**src/hdl/esr_pkg.sv**
```systemverilog
package esr_pkg;

	// behavior constants
	localparam int unsigned UPDATE_PERIOD_MS = 100;
	localparam int unsigned WINDOW_MS        = 1;
	localparam int unsigned COUNT_MAX        = 255;

	// register widths and reset values
	localparam int STEP_W  = 10;
	localparam int BAND_W  = 12;
	localparam int DUTY_W  = 14;
	localparam int SPEED_W = 15;
	localparam int ENC_W   = 16;
	localparam int TIME_W  = 32;
	localparam int ACC_W   = 16;
	localparam int MAG_W   = ENC_W + 1;
	localparam int CNT_W   = 8;
	localparam int CFG_W   = DUTY_W;
	localparam int CFG_IDX_W = 2;

	localparam logic [STEP_W-1:0] LARGE_STEP_RST = 10'd50;
	localparam logic [STEP_W-1:0] SMALL_STEP_RST = 10'd1;
	localparam logic [BAND_W-1:0] NEAR_BAND_RST  = 12'd30;
	localparam logic [DUTY_W-1:0] DUTY_LIMIT_RST = 14'd9900;

	// time % period by reciprocal: estimate is low by at most one period
	localparam longint unsigned RecipFull = (64'd1 << 32) / UPDATE_PERIOD_MS;
	localparam logic [TIME_W-1:0] PERIOD_RECIP = RecipFull[31:0];
	localparam int REM_W = 17;
	localparam logic [REM_W-1:0] PERIOD_R = REM_W'(UPDATE_PERIOD_MS);
	localparam logic [REM_W-1:0] WINDOW_R = REM_W'(WINDOW_MS);

	// floor(n*200/3) = (n * 200 * 43691) >> 17, exact for n*200 below 2^17
	localparam logic [31:0] SPEED_MUL   = 32'd8738200;
	localparam int          SPEED_SHIFT = 17;
	localparam logic [CNT_W-1:0] COUNT_MAX_C = CNT_W'(COUNT_MAX);

	typedef enum logic [CFG_IDX_W-1:0] {
		CFG_LARGE_STEP = 2'd0,
		CFG_SMALL_STEP = 2'd1,
		CFG_NEAR_BAND  = 2'd2,
		CFG_DUTY_LIMIT = 2'd3
	} cfg_idx_t;

	typedef struct packed {
		logic [STEP_W-1:0] large_step;
		logic [STEP_W-1:0] small_step;
		logic [BAND_W-1:0] near_band;
		logic [DUTY_W-1:0] duty_limit;
	} cfg_t;

	// pipeline control handed to the stage modules
	typedef struct packed {
		logic adv;
		logic vld_s1;
	} stg_ctl_t;

endpackage

```
**src/hdl/esr_cfg.sv**
```systemverilog
module esr_cfg import esr_pkg::*; (
	input  logic                 clk,
	input  logic                 arst_n,
	input  logic                 cfg_we,
	input  logic [CFG_IDX_W-1:0] cfg_index,
	input  logic [CFG_W-1:0]     cfg_data,
	output cfg_t                 cfg
);

	cfg_t cfg_q;

	always_ff @(posedge clk or negedge arst_n) begin
		if (!arst_n) begin
			cfg_q.large_step <= LARGE_STEP_RST;
			cfg_q.small_step <= SMALL_STEP_RST;
			cfg_q.near_band  <= NEAR_BAND_RST;
			cfg_q.duty_limit <= DUTY_LIMIT_RST;
		end else if (cfg_we) begin
			unique case (cfg_idx_t'(cfg_index))
				CFG_LARGE_STEP: cfg_q.large_step <= cfg_data[STEP_W-1:0];
				CFG_SMALL_STEP: cfg_q.small_step <= cfg_data[STEP_W-1:0];
				CFG_NEAR_BAND:  cfg_q.near_band  <= cfg_data[BAND_W-1:0];
				CFG_DUTY_LIMIT: cfg_q.duty_limit <= cfg_data[DUTY_W-1:0];
				default: ;
			endcase
		end
	end

	assign cfg = cfg_q;

endmodule

```
**src/hdl/esr_win.sv**
```systemverilog
module esr_win import esr_pkg::*; (
	input  logic              clk,
	input  stg_ctl_t          ctl,
	input  logic [TIME_W-1:0] now_s1,
	output logic              upd_s4
);

	logic [TIME_W-1:0]   quo_s2;
	logic [REM_W-1:0]    now_s2;
	logic [REM_W-1:0]    now_s3;
	logic [REM_W-1:0]    qp_s3;
	logic [2*TIME_W-1:0] prod;
	logic [2*REM_W-1:0]  qp_full;
	logic [REM_W-1:0]    rem_est;
	logic [REM_W-1:0]    rem;

	assign prod = 64'(now_s1) * 64'(PERIOD_RECIP);

	// only the low bits matter: the true estimate of the remainder is below 2^17
	assign qp_full = quo_s2[REM_W-1:0] * PERIOD_R;

	assign rem_est = now_s3 - qp_s3;
	assign rem     = (rem_est >= PERIOD_R) ? rem_est - PERIOD_R : rem_est;

	always_ff @(posedge clk) begin
		if (ctl.adv) begin
			quo_s2 <= prod[2*TIME_W-1:TIME_W];
			now_s2 <= now_s1[REM_W-1:0];
			qp_s3  <= qp_full[REM_W-1:0];
			now_s3 <= now_s2;
			upd_s4 <= rem < WINDOW_R;
		end
	end

endmodule

```
**src/hdl/esr_tgt.sv**
```systemverilog
module esr_tgt import esr_pkg::*; (
	input  logic               clk,
	input  logic               arst_n,
	input  stg_ctl_t           ctl,
	input  logic               circle_s1,
	input  logic               cross_s1,
	output logic [SPEED_W-1:0] speed_s3
);

	logic [CNT_W-1:0] steps_q;
	logic             up_armed_q;
	logic             down_armed_q;
	logic [CNT_W-1:0] steps_s2;
	logic             up_arm;
	logic             down_arm;
	logic             inc;
	logic             dec;
	logic [CNT_W-1:0] steps_inc;
	logic [CNT_W-1:0] steps_nxt;
	logic [31:0]      speed_prod;

	// a button arms on any word where it is released
	assign up_arm   = up_armed_q | ~circle_s1;
	assign down_arm = down_armed_q | ~cross_s1;
	assign inc      = circle_s1 & up_arm;
	assign dec      = cross_s1 & down_arm;

	// increase first, then decrease, both saturating
	assign steps_inc = (inc && steps_q < COUNT_MAX_C) ? steps_q + 1'b1 : steps_q;
	assign steps_nxt = (dec && steps_inc != '0) ? steps_inc - 1'b1 : steps_inc;

	assign speed_prod = 32'(steps_s2) * SPEED_MUL;

	always_ff @(posedge clk or negedge arst_n) begin
		if (!arst_n) begin
			steps_q      <= '0;
			up_armed_q   <= 1'b0;
			down_armed_q <= 1'b0;
		end else if (ctl.adv && ctl.vld_s1) begin
			steps_q      <= steps_nxt;
			up_armed_q   <= up_arm & ~inc;
			down_armed_q <= down_arm & ~dec;
		end
	end

	always_ff @(posedge clk) begin
		if (ctl.adv) begin
			steps_s2 <= steps_nxt;
			speed_s3 <= speed_prod[SPEED_SHIFT+SPEED_W-1:SPEED_SHIFT];
		end
	end

endmodule

```
**src/hdl/encoder_speed_step_regulator_unit.sv**
```systemverilog
// channel   handshake                    payload
// item      item_valid / item_ready      circle_pressed cross_pressed enc_delta time_ms
// result    result_valid / result_ready  update_done motor_duty target_speed elapsed_ms
// config    cfg_we (no wait)             cfg_index cfg_data
//
// one word accepted per cycle while the pipe is not held; each result passes s1 to s4 and the result register
// the pipe depth is set by the time-window remainder: multiply, multiply, compare
// the whole pipe holds when a result waits and result_ready is low
// arst_n clears valid bits, target count, buttons, duty and registers to defaults
module encoder_speed_step_regulator_unit import esr_pkg::*; (
	input  logic                 clk,
	input  logic                 arst_n,
	input  logic                 item_valid,
	output logic                 item_ready,
	input  logic                 circle_pressed,
	input  logic                 cross_pressed,
	input  logic signed [ENC_W-1:0] enc_delta,
	input  logic [TIME_W-1:0]    time_ms,
	output logic                 result_valid,
	input  logic                 result_ready,
	output logic                 update_done,
	output logic [DUTY_W-1:0]    motor_duty,
	output logic [SPEED_W-1:0]   target_speed,
	output logic [TIME_W-1:0]    elapsed_ms,
	input  logic                 cfg_we,
	input  logic [CFG_IDX_W-1:0] cfg_index,
	input  logic [CFG_W-1:0]     cfg_data
);

	cfg_t     cfg;
	stg_ctl_t ctl;
	logic     adv;

	logic vld_s1, vld_s2, vld_s3, vld_s4;
	logic circle_s1, cross_s1;
	logic signed [ENC_W-1:0] enc_s1;
	logic [TIME_W-1:0] now_s1, now_s2, now_s3, now_s4;
	logic [MAG_W-1:0]  mag_s2, mag_s3, mag_s4;
	logic [SPEED_W-1:0] speed_s3, speed_s4;
	logic upd_s4;

	logic signed [ACC_W-1:0] acc_q;
	logic [TIME_W-1:0]       last_q;
	logic                    result_valid_q;
	logic                    update_done_q;
	logic [DUTY_W-1:0]       duty_q;
	logic [SPEED_W-1:0]      speed_out_q;
	logic [TIME_W-1:0]       elapsed_q;

	logic signed [MAG_W-1:0] enc_ext;
	logic [MAG_W-1:0]        mag;
	logic [MAG_W-1:0]        spd;
	logic                    gt, lt;
	logic [MAG_W-1:0]        err;
	logic [STEP_W-1:0]       step;
	logic signed [ACC_W:0]   sum;
	logic signed [ACC_W-1:0] acc_nxt;
	logic [DUTY_W-1:0]       duty_nxt;

	assign adv        = !result_valid_q || result_ready;
	assign item_ready = adv;
	assign ctl.adv    = adv;
	assign ctl.vld_s1 = vld_s1;

	esr_cfg u_cfg (
		.clk       (clk),
		.arst_n    (arst_n),
		.cfg_we    (cfg_we),
		.cfg_index (cfg_index),
		.cfg_data  (cfg_data),
		.cfg       (cfg)
	);

	esr_win u_win (
		.clk    (clk),
		.ctl    (ctl),
		.now_s1 (now_s1),
		.upd_s4 (upd_s4)
	);

	esr_tgt u_tgt (
		.clk       (clk),
		.arst_n    (arst_n),
		.ctl       (ctl),
		.circle_s1 (circle_s1),
		.cross_s1  (cross_s1),
		.speed_s3  (speed_s3)
	);

	// magnitude of the encoder count, the most negative value included
	assign enc_ext = MAG_W'(enc_s1);
	assign mag     = enc_ext[MAG_W-1] ? MAG_W'(-enc_ext) : MAG_W'(enc_ext);

	// duty step on the update word
	assign spd  = MAG_W'(speed_s4);
	assign gt   = mag_s4 > spd;
	assign lt   = mag_s4 < spd;
	assign err  = gt ? mag_s4 - spd : spd - mag_s4;
	assign step = (err > MAG_W'(cfg.near_band)) ? cfg.large_step : cfg.small_step;
	assign sum  = gt ? (ACC_W+1)'(acc_q) - (ACC_W+1)'(signed'({1'b0, step}))
	                 : (ACC_W+1)'(acc_q) + (ACC_W+1)'(signed'({1'b0, step}));

	always_comb begin
		acc_nxt = acc_q;
		if (gt || lt) begin
			if (sum > (ACC_W+1)'(signed'(17'sd32767))) begin
				acc_nxt = 16'sd32767;
			end else if (sum < -(ACC_W+1)'(signed'(17'sd32768))) begin
				acc_nxt = -16'sd32768;
			end else begin
				acc_nxt = sum[ACC_W-1:0];
			end
		end
		if (acc_nxt[ACC_W-1]) begin
			duty_nxt = '0;
		end else if (acc_nxt[ACC_W-2:0] > 15'(cfg.duty_limit)) begin
			duty_nxt = cfg.duty_limit;
		end else begin
			duty_nxt = acc_nxt[DUTY_W-1:0];
		end
	end

	always_ff @(posedge clk or negedge arst_n) begin
		if (!arst_n) begin
			vld_s1         <= 1'b0;
			vld_s2         <= 1'b0;
			vld_s3         <= 1'b0;
			vld_s4         <= 1'b0;
			result_valid_q <= 1'b0;
			acc_q          <= '0;
			last_q         <= '0;
			duty_q         <= '0;
		end else if (adv) begin
			vld_s1         <= item_valid;
			vld_s2         <= vld_s1;
			vld_s3         <= vld_s2;
			vld_s4         <= vld_s3;
			result_valid_q <= vld_s4;
			if (vld_s4 && upd_s4) begin
				acc_q  <= acc_nxt;
				last_q <= now_s4;
				duty_q <= duty_nxt;
			end
		end
	end

	always_ff @(posedge clk) begin
		if (adv) begin
			circle_s1     <= circle_pressed;
			cross_s1      <= cross_pressed;
			enc_s1        <= enc_delta;
			now_s1        <= time_ms;
			mag_s2        <= mag;
			now_s2        <= now_s1;
			mag_s3        <= mag_s2;
			now_s3        <= now_s2;
			mag_s4        <= mag_s3;
			now_s4        <= now_s3;
			speed_s4      <= speed_s3;
			update_done_q <= upd_s4;
			speed_out_q   <= speed_s4;
			elapsed_q     <= upd_s4 ? now_s4 - last_q : '0;
		end
	end

	assign result_valid = result_valid_q;
	assign update_done  = update_done_q;
	assign motor_duty   = duty_q;
	assign target_speed = speed_out_q;
	assign elapsed_ms   = elapsed_q;

endmodule

```
**config.mk**
```make
export PLATFORM = sky130hd
export DESIGN_NAME = encoder_speed_step_regulator_unit
export DESIGN_NICKNAME = d
export VERILOG_FILES = /design/src/hdl/esr_pkg.sv /design/src/hdl/esr_cfg.sv /design/src/hdl/esr_win.sv /design/src/hdl/esr_tgt.sv /design/src/hdl/encoder_speed_step_regulator_unit.sv
export SDC_FILE = /design/constraint.sdc
export NUM_CORES = 2
export LEC_CHECK = 0
export ABC_AREA = 0
export BUFFER_PORTS_ARGS = -buffer_cell sky130_fd_sc_hd__buf_4
export CAP_MARGIN = 20
export CELL_PAD_IN_SITES_DETAIL_PLACEMENT = 0
export CELL_PAD_IN_SITES_GLOBAL_PLACEMENT = 1
export CORE_ASPECT_RATIO = 1.25
export CORE_UTILIZATION = 40
export CTS_BUF_LIST = sky130_fd_sc_hd__clkbuf_4
export DETAILED_ROUTE_END_ITERATION = 6
export PLACE_DENSITY_LB_ADDON = 0.1
export SYNTH_ARGS = -nofsm -noshare
export SYNTH_HDL_FRONTEND = slang
export SYNTH_SLANG_ARGS = --single-unit
```
**constraint.sdc**
```tcl
create_clock -name clk -period 15.3 [get_ports clk]
set_clock_uncertainty 0.05 [all_clocks]
set_input_delay 3.06 -clock clk [delete_from_list [all_inputs] [get_ports clk]]
set_output_delay 3.06 -clock clk [all_outputs]
set_load 0.005 [all_outputs]
```
## Yosys cells after proc, flatten, opt, wreduce, memory -nomap -nowiden

Index checks and enable logic that the tools add are counted.
Widths: inputs -> output; s select.

| storage, ports and cells | value |
|---|---|
| flip-flop bits (word level) | 473 |
| input bits | 71 |
| output and inout bits | 64 |
| logic and storage cells | 98 |

| cells by class | value |
|---|---|
| add/subtract/negate cells | 10 |
| multiply operators | 3 |
| $lt $le $gt $ge | 9 |
| equality and inequality tests | 3 |
| muxes and demuxes | 12 |
| bitwise operators | 10 |
| reduce and logical (&&, ||, !) cells | 14 |

Operators by type and width:

| operator | number |
|---|---|
| $mux 17 | 3 |
| $mux 16 | 3 |
| $mul 32x23->46 const B | 1 |
| $sub 32x32->32 | 1 |
| $mul 8x21->29 const B | 1 |
| $mux 14 | 2 |
| $add 16x11->17 | 1 |
| $ge 17x7->1 const B | 1 |
| $gt 17x12->1 | 1 |
| $gt 17x15->1 | 1 |
| $gt 17x16->1 const B | 1 |
| $lt 17x1->1 const B | 1 |
| $lt 17x15->1 | 1 |
| $lt 17x16->1 const B | 1 |
| $mul 17x5->15 const B | 1 |
| $neg 16->17 | 1 |
| $sub 15x17->17 | 1 |
| $sub 16x11->17 | 1 |
| $sub 17x15->17 | 1 |
| $sub 17x17->17 | 1 |
| $sub 17x7->17 const B | 1 |
| $mux 8 | 2 |
| $gt 15x14->1 | 1 |
| $mux 15 | 1 |
| 15 further kinds | 31 |

## Logic depth before layout (Yosys ltp)

| logic depth | value |
|---|---|
| depth in word-level cells | 13 |
| depth in mapped cells | 56 |
| depth with buffers taken out | 51 |

## By module

Synthesis repeated with hierarchy kept, for this count alone.

| unflattened totals | value |
|---|---|
| cell total of the unflattened synthesis | 3266 |
| area, all modules | 36516.3 um2 |

Modules (own cells, without submodules):

| module | times used | cells an instance | area an instance (um2) | seq. area each (um2) |
|---|---|---|---|---|
| encoder_speed_step_regulator_unit | 1 | 1399 | 16435.8 | 9484.1 |
| esr_win | 1 | 1444 | 14890.5 | 1951.9 |
| esr_tgt | 1 | 323 | 3452.1 | 940.9 |
| esr_cfg | 1 | 100 | 1737.9 | 1169.9 |

## Least setup slack after synthesis

OpenSTA, ideal clock, no wires.

| timing | value |
|---|---|
| kind | input -> output |
| start | input result_ready |
| end | output item_ready |
| data arrival time | 11.860 ns |
| data required time | 12.190 ns |
| path slack | 0.330 ns |
| stages | 2 |
| path buffers | 1 |
| cells stage by stage | nand2b_1 -> clkbuf_1 |

| on the way | value |
|---|---|
| cells in the longest elaborated chain, start to end | 1 |

Ends and longest elaborated chain:

| element | RTL line | text |
|---|---|---|
| from (decl) | encoder_speed_step_regulator_unit.sv:20 | `input logic result_ready,` |
| $logic_or 1x1->1 | encoder_speed_step_regulator_unit.sv:60 | `assign adv = !result_valid_q \|\| result_ready;` |
| to (decl) | encoder_speed_step_regulator_unit.sv:14 | `output logic item_ready,` |

Every way passes these cells.

## Worst setup path after layout

| timing | value |
|---|---|
| start | register speed_s4[8] |
| end | register duty_q[9] (netlist: motor_duty[9]) |

| on the way | value |
|---|---|
| cells in the longest elaborated chain, start to end | 13 |

Ends and longest elaborated chain:

| element | RTL line | text |
|---|---|---|
| from (decl) | encoder_speed_step_regulator_unit.sv:39 | `logic [SPEED_W-1:0] speed_s3, speed_s4;` |
| from (signal assigned) | encoder_speed_step_regulator_unit.sv:159 | `speed_s4 <= speed_s3;` |
| $sub 15x17->17 (tied with other cells) | encoder_speed_step_regulator_unit.sv:98 | `assign err = gt ? mag_s4 - spd : spd - mag_s4;` |
| $mux 17 | encoder_speed_step_regulator_unit.sv:98 |  |
| $gt 17x12->1 | encoder_speed_step_regulator_unit.sv:99 | `assign step = (err > MAG_W'(cfg.near_band)) ? cfg.large_step : cfg.small_step;` |
| $mux 10 | encoder_speed_step_regulator_unit.sv:99 |  |
| $add 16x11->17 or $sub 16x11->17 (tied branches) | encoder_speed_step_regulator_unit.sv:101, encoder_speed_step_regulator_unit.sv:100 |  |
| $mux 17 | encoder_speed_step_regulator_unit.sv:100 | `assign sum = gt ? (ACC_W+1)'(acc_q) - (ACC_W+1)'(signed'({1'b0, step}))` |
| $lt 17x16->1 | encoder_speed_step_regulator_unit.sv:108 | `end else if (sum < -(ACC_W+1)'(signed'(17'sd32768))) begin` |
| $mux 16 | encoder_speed_step_regulator_unit.sv:108 |  |
| $mux 16 | encoder_speed_step_regulator_unit.sv:106 | `if (sum > (ACC_W+1)'(signed'(17'sd32767))) begin` |
| $mux 16 (*) | encoder_speed_step_regulator_unit.sv:105 | `if (gt \|\| lt) begin` |
| net acc_nxt[1] | encoder_speed_step_regulator_unit.sv:57 | `logic signed [ACC_W-1:0] acc_nxt;` |
| $gt 15x14->1 (*) | encoder_speed_step_regulator_unit.sv:116 | `end else if (acc_nxt[ACC_W-2:0] > 15'(cfg.duty_limit)) begin` |
| $mux 14 (*) | encoder_speed_step_regulator_unit.sv:116 |  |
| $mux 14 (*) | encoder_speed_step_regulator_unit.sv:114 | `if (acc_nxt[ACC_W-1]) begin` |
| to (signal assigned) | encoder_speed_step_regulator_unit.sv:142 | `duty_q <= duty_nxt;` |
| to (decl) | encoder_speed_step_regulator_unit.sv:46 | `logic [DUTY_W-1:0] duty_q;` |

The timed path passes the listed nets; every way through them passes the cells marked *.
A chain may end at the register's enable or synchronous reset.

==> run_results.csv <==
group,metric,value,unit
global_route,grt_pass1_wl,124000,um
worst_setup_path,end_kind,"register",
synthesis,syn_area,0.0338,mm^2
synthesis,yosysMostFrequentCell,"inv_1",
run_status,status,"completed",
synthesis,synthMuxAreaShare,3.11,%
floorplan,die_h,327,um
synthesis,async_flop_share,28.1,%
detailed_routing,totalWireLength,77600,um
layout,fillers,7889,
sta,slew_violations,0,
detailed_routing,drt-initial-drc-count,807,
detailed_routing,drc,0,
cts,cts_buffers,116,
synthesis,synth_largest_area_cell,"edfxtp_1",
detailed_routing,routed-via-count,21300,
global_route,grt_use_met2,34.0,%
floorplan,io-pin-count,135,
placed_design,hpwl,60600,um
cts,clkSlewWorstSetupHoldPaths,0.07,ns
run,drv_cap,0,
synthesis,synth_compound_area_share,7.83,%
layout,nets,3962,
floorplan,fp.coreArea,0.0833,mm^2
detailed_routing,wire_per_inst,18.0,um
layout,drive_gt1_share,13.7,%
detailed_routing,antenna_left,0,
sta,finalHoldViolations,0,
sta,setup_tns,0,ns
worst_setup_path,crit_path_max_incr_delay,0.98,ns
synthesis,synth-seq-area-share,37.0,%
worst_setup_path,cpMostUsedCell,"o21a_1",
worst_setup_path,worst_ep_required_time,16.04,ns
synthesis,ys_types,78,
cts,cts_buffer_depth,3,
worst_hold_path,hold_class,"reg -> reg",
sta,rsz0062_at_grt,"false",
sta,finalCritPeriodShare,84.7,%
synthesis,syn_avg_cell_area,11.7,um^2
cts,tritoncts,"done",
synthesis,yosys-top-cells-area,"edfxtp_1 (28%), ha_1 (18%), fa_1 (18%), dfrtp_1 (8.0%), inv_1 (5.6%)",
sta,tightestPinTransition,1.04,ns
floorplan,start_util,40.6,%
sta,fin_crit,12.97,ns
layout,syn_to_final_growth,11.6,%
cts,cts_hold_buffers,0,
worst_setup_path,worst-setup-path-type,"reg -> reg",
global_route,grt_antenna_before_repair,4,
detailed_routing,detail_route.vias_per_cell,4.94,
sta,setup_viol,0,
floorplan,dieArea,0.0857,mm^2
floorplan,num_rows,118,
synthesis,synth_edf_count,314,
synthesis,synth_common_cells,"inv_1 (506), ha_1 (477), edfxtp_1 (314)",
global_route,use_met1,22.2,%
cts,post_cts_buffers,0,
sta,slew_headroom,30.6,%
worst_setup_path,critical_path_peak_fanout,23,
placed_design,routabilityCongestion,0.848,
global_route,grt_max_degree,158,
synthesis,synth_fa_ha_area_share,35.6,%
worst_setup_path,cp_slowest_cell,"or4_1",
global_route,use_met3,2.63,%
global_route,grt_pass1_vias,23100,
synthesis,synth_seq_cells,437,
worst_setup_path,crit_arrival,13.71,ns
global_route,grt-ovfl-total,0,
synthesis,syn_inst,2892,
synthesis,yosysWarnings,0,
placed_design,portBuffers,134,
sta,max_clock_freq,0.0771,GHz
global_route,grt_use_total,18.8,%
detailed_routing,firstDrtPassIters,7,
synthesis,synth_top_area_share,27.9,%
sta,worst_hold_slack,0.343,ns
synthesis,synth_top_family_by_area,"adder cells",
worst_setup_path,startpoint_type,"register",
synthesis,synthSimpleGateAreaFrac,6.47,%
cts,cts.sinks,437,
synthesis,synth_xor_area_share,3.75,%
cts,cts_resized,0,
global_route,busiest_layer,"met2",
floorplan,dieWidth,262,um
synthesis,syn-num-nets,3736,
cts,clk-insertion-delay-late,0.90,ns
synthesis,ys.flop_type,"edfxtp_1",
cts,htreeDepth,3,
cts,cts_root_buf,"clkbuf_4",
==> worst max-delay path: cells and delay by family, from the launching register on <==
family / cells / cell delay (ns)
buffers and inverters: 1 / 0.31
AO/OA/AOI/OAI: 24 / 5.38
multiplexers: 3 / 0.91
XOR/XNOR: 3 / 0.87
adder cells (fa/ha/maj): 6 / 2.11
AND/OR/NAND/NOR: 11 / 2.81
flip-flops: 1 / 0.41
==> stage by stage <==
| stage | cells | util [%] | cell area (um^2) | setup slack (ns) |
|---|---|---|---|---|
| CTS | 4300 | 45.3 | 37700 | 2.29 |
| detailed placement | 4080 | 43.4 | 36200 | 2.30 |
| global placement | 4080 | 43.4 | 36200 | 2.62 |
| finish | 4302 | 45.3 | 37800 | 2.33 |
| global route | 4301 | 45.3 | 37800 | 1.25 |
| floorplan | 2892 | - | 33800 | 0.330 |
==> cell usage in the layout (no fill, tap or decap), types with 61 or more instances in the layout <==
master    synthesis  layout
nand2_1         149     149
ha_1            477     477
clkbuf_4          0     170
fa_1            296     296
a21oi_1         117     117
dfrtp_1         108     108
mux2_2           61      61
buf_4             4     154
xnor2_1          98      98
o21ai_0         119     119
inv_1           506     506
edfxtp_1        314     314
nor2_1           93      93
==> area by class of cell <==
cell class | instances | area, um^2 | area share (%)
Inverter | 506 | 1900 | 5.03
Multi-Input combinational cell | 1902 | 19200 | 50.9
Sequential cell | 437 | 12500 | 33.2
Antenna cell | 2 | 5.00 | 0.0133
Tap cell | 1080 | 1350 | 3.58
Timing Repair Buffer | 155 | 1180 | 3.12
Clock buffer | 170 | 1280 | 3.38
Clock inverter | 50 | 313 | 0.829
==> flip-flops by register name, indices dropped and copies added (netlist names), 8 cells and up <==
name / count
acc_q: 16
elapsed_ms: 32
enc_s1: 16
last_q: 32
mag_s2: 17
mag_s3: 17
mag_s4: 17
motor_duty: 14
now_s1: 32
now_s2: 32
now_s3: 32
now_s4: 32
speed_s4: 15
target_speed: 15
u_cfg.cfg: 46
u_tgt.speed_s3: 15
u_tgt.steps_q: 8
u_tgt.steps_s2: 8
u_win.qp_s3: 15
u_win.quo_s2: 15
==> worst paths after layout <==
check | from | to | slack, ns | depth (start not counted)
min in group asynchronous | arst_n | motor_duty[4] | 2.16 | 1
max | speed_s4[8] | motor_duty[9] | 2.33 | 48
min | mag_s3[6] | mag_s4[6] | 0.34 | 0
max in group asynchronous | arst_n | u_tgt.steps_q[3] | 11.50 | 2
min reg2reg | mag_s3[6] | mag_s4[6] | 0.34 | 0
max reg2reg | speed_s4[8] | motor_duty[9] | 2.33 | 48
==> layer usage <==
layer	up-vias	share of wire, %
met3	139	3.1
met5	-	0.041
met1	10400	42
li1	10400	-
met2	340	52
met4	4	3.0
==> kinds of logic after synthesis <==
kind of cell / Yosys count
adder cells (fa/ha/maj): 787
buffers and inverters: 553
AND/OR/NAND/NOR: 449
flip-flops: 437
AO/OA/AOI/OAI: 425
XOR/XNOR: 143
multiplexers: 97
other: 1
Power is not shown: default switching activity piles up to over one toggle a cycle in this logic, so the estimate is an artifact.
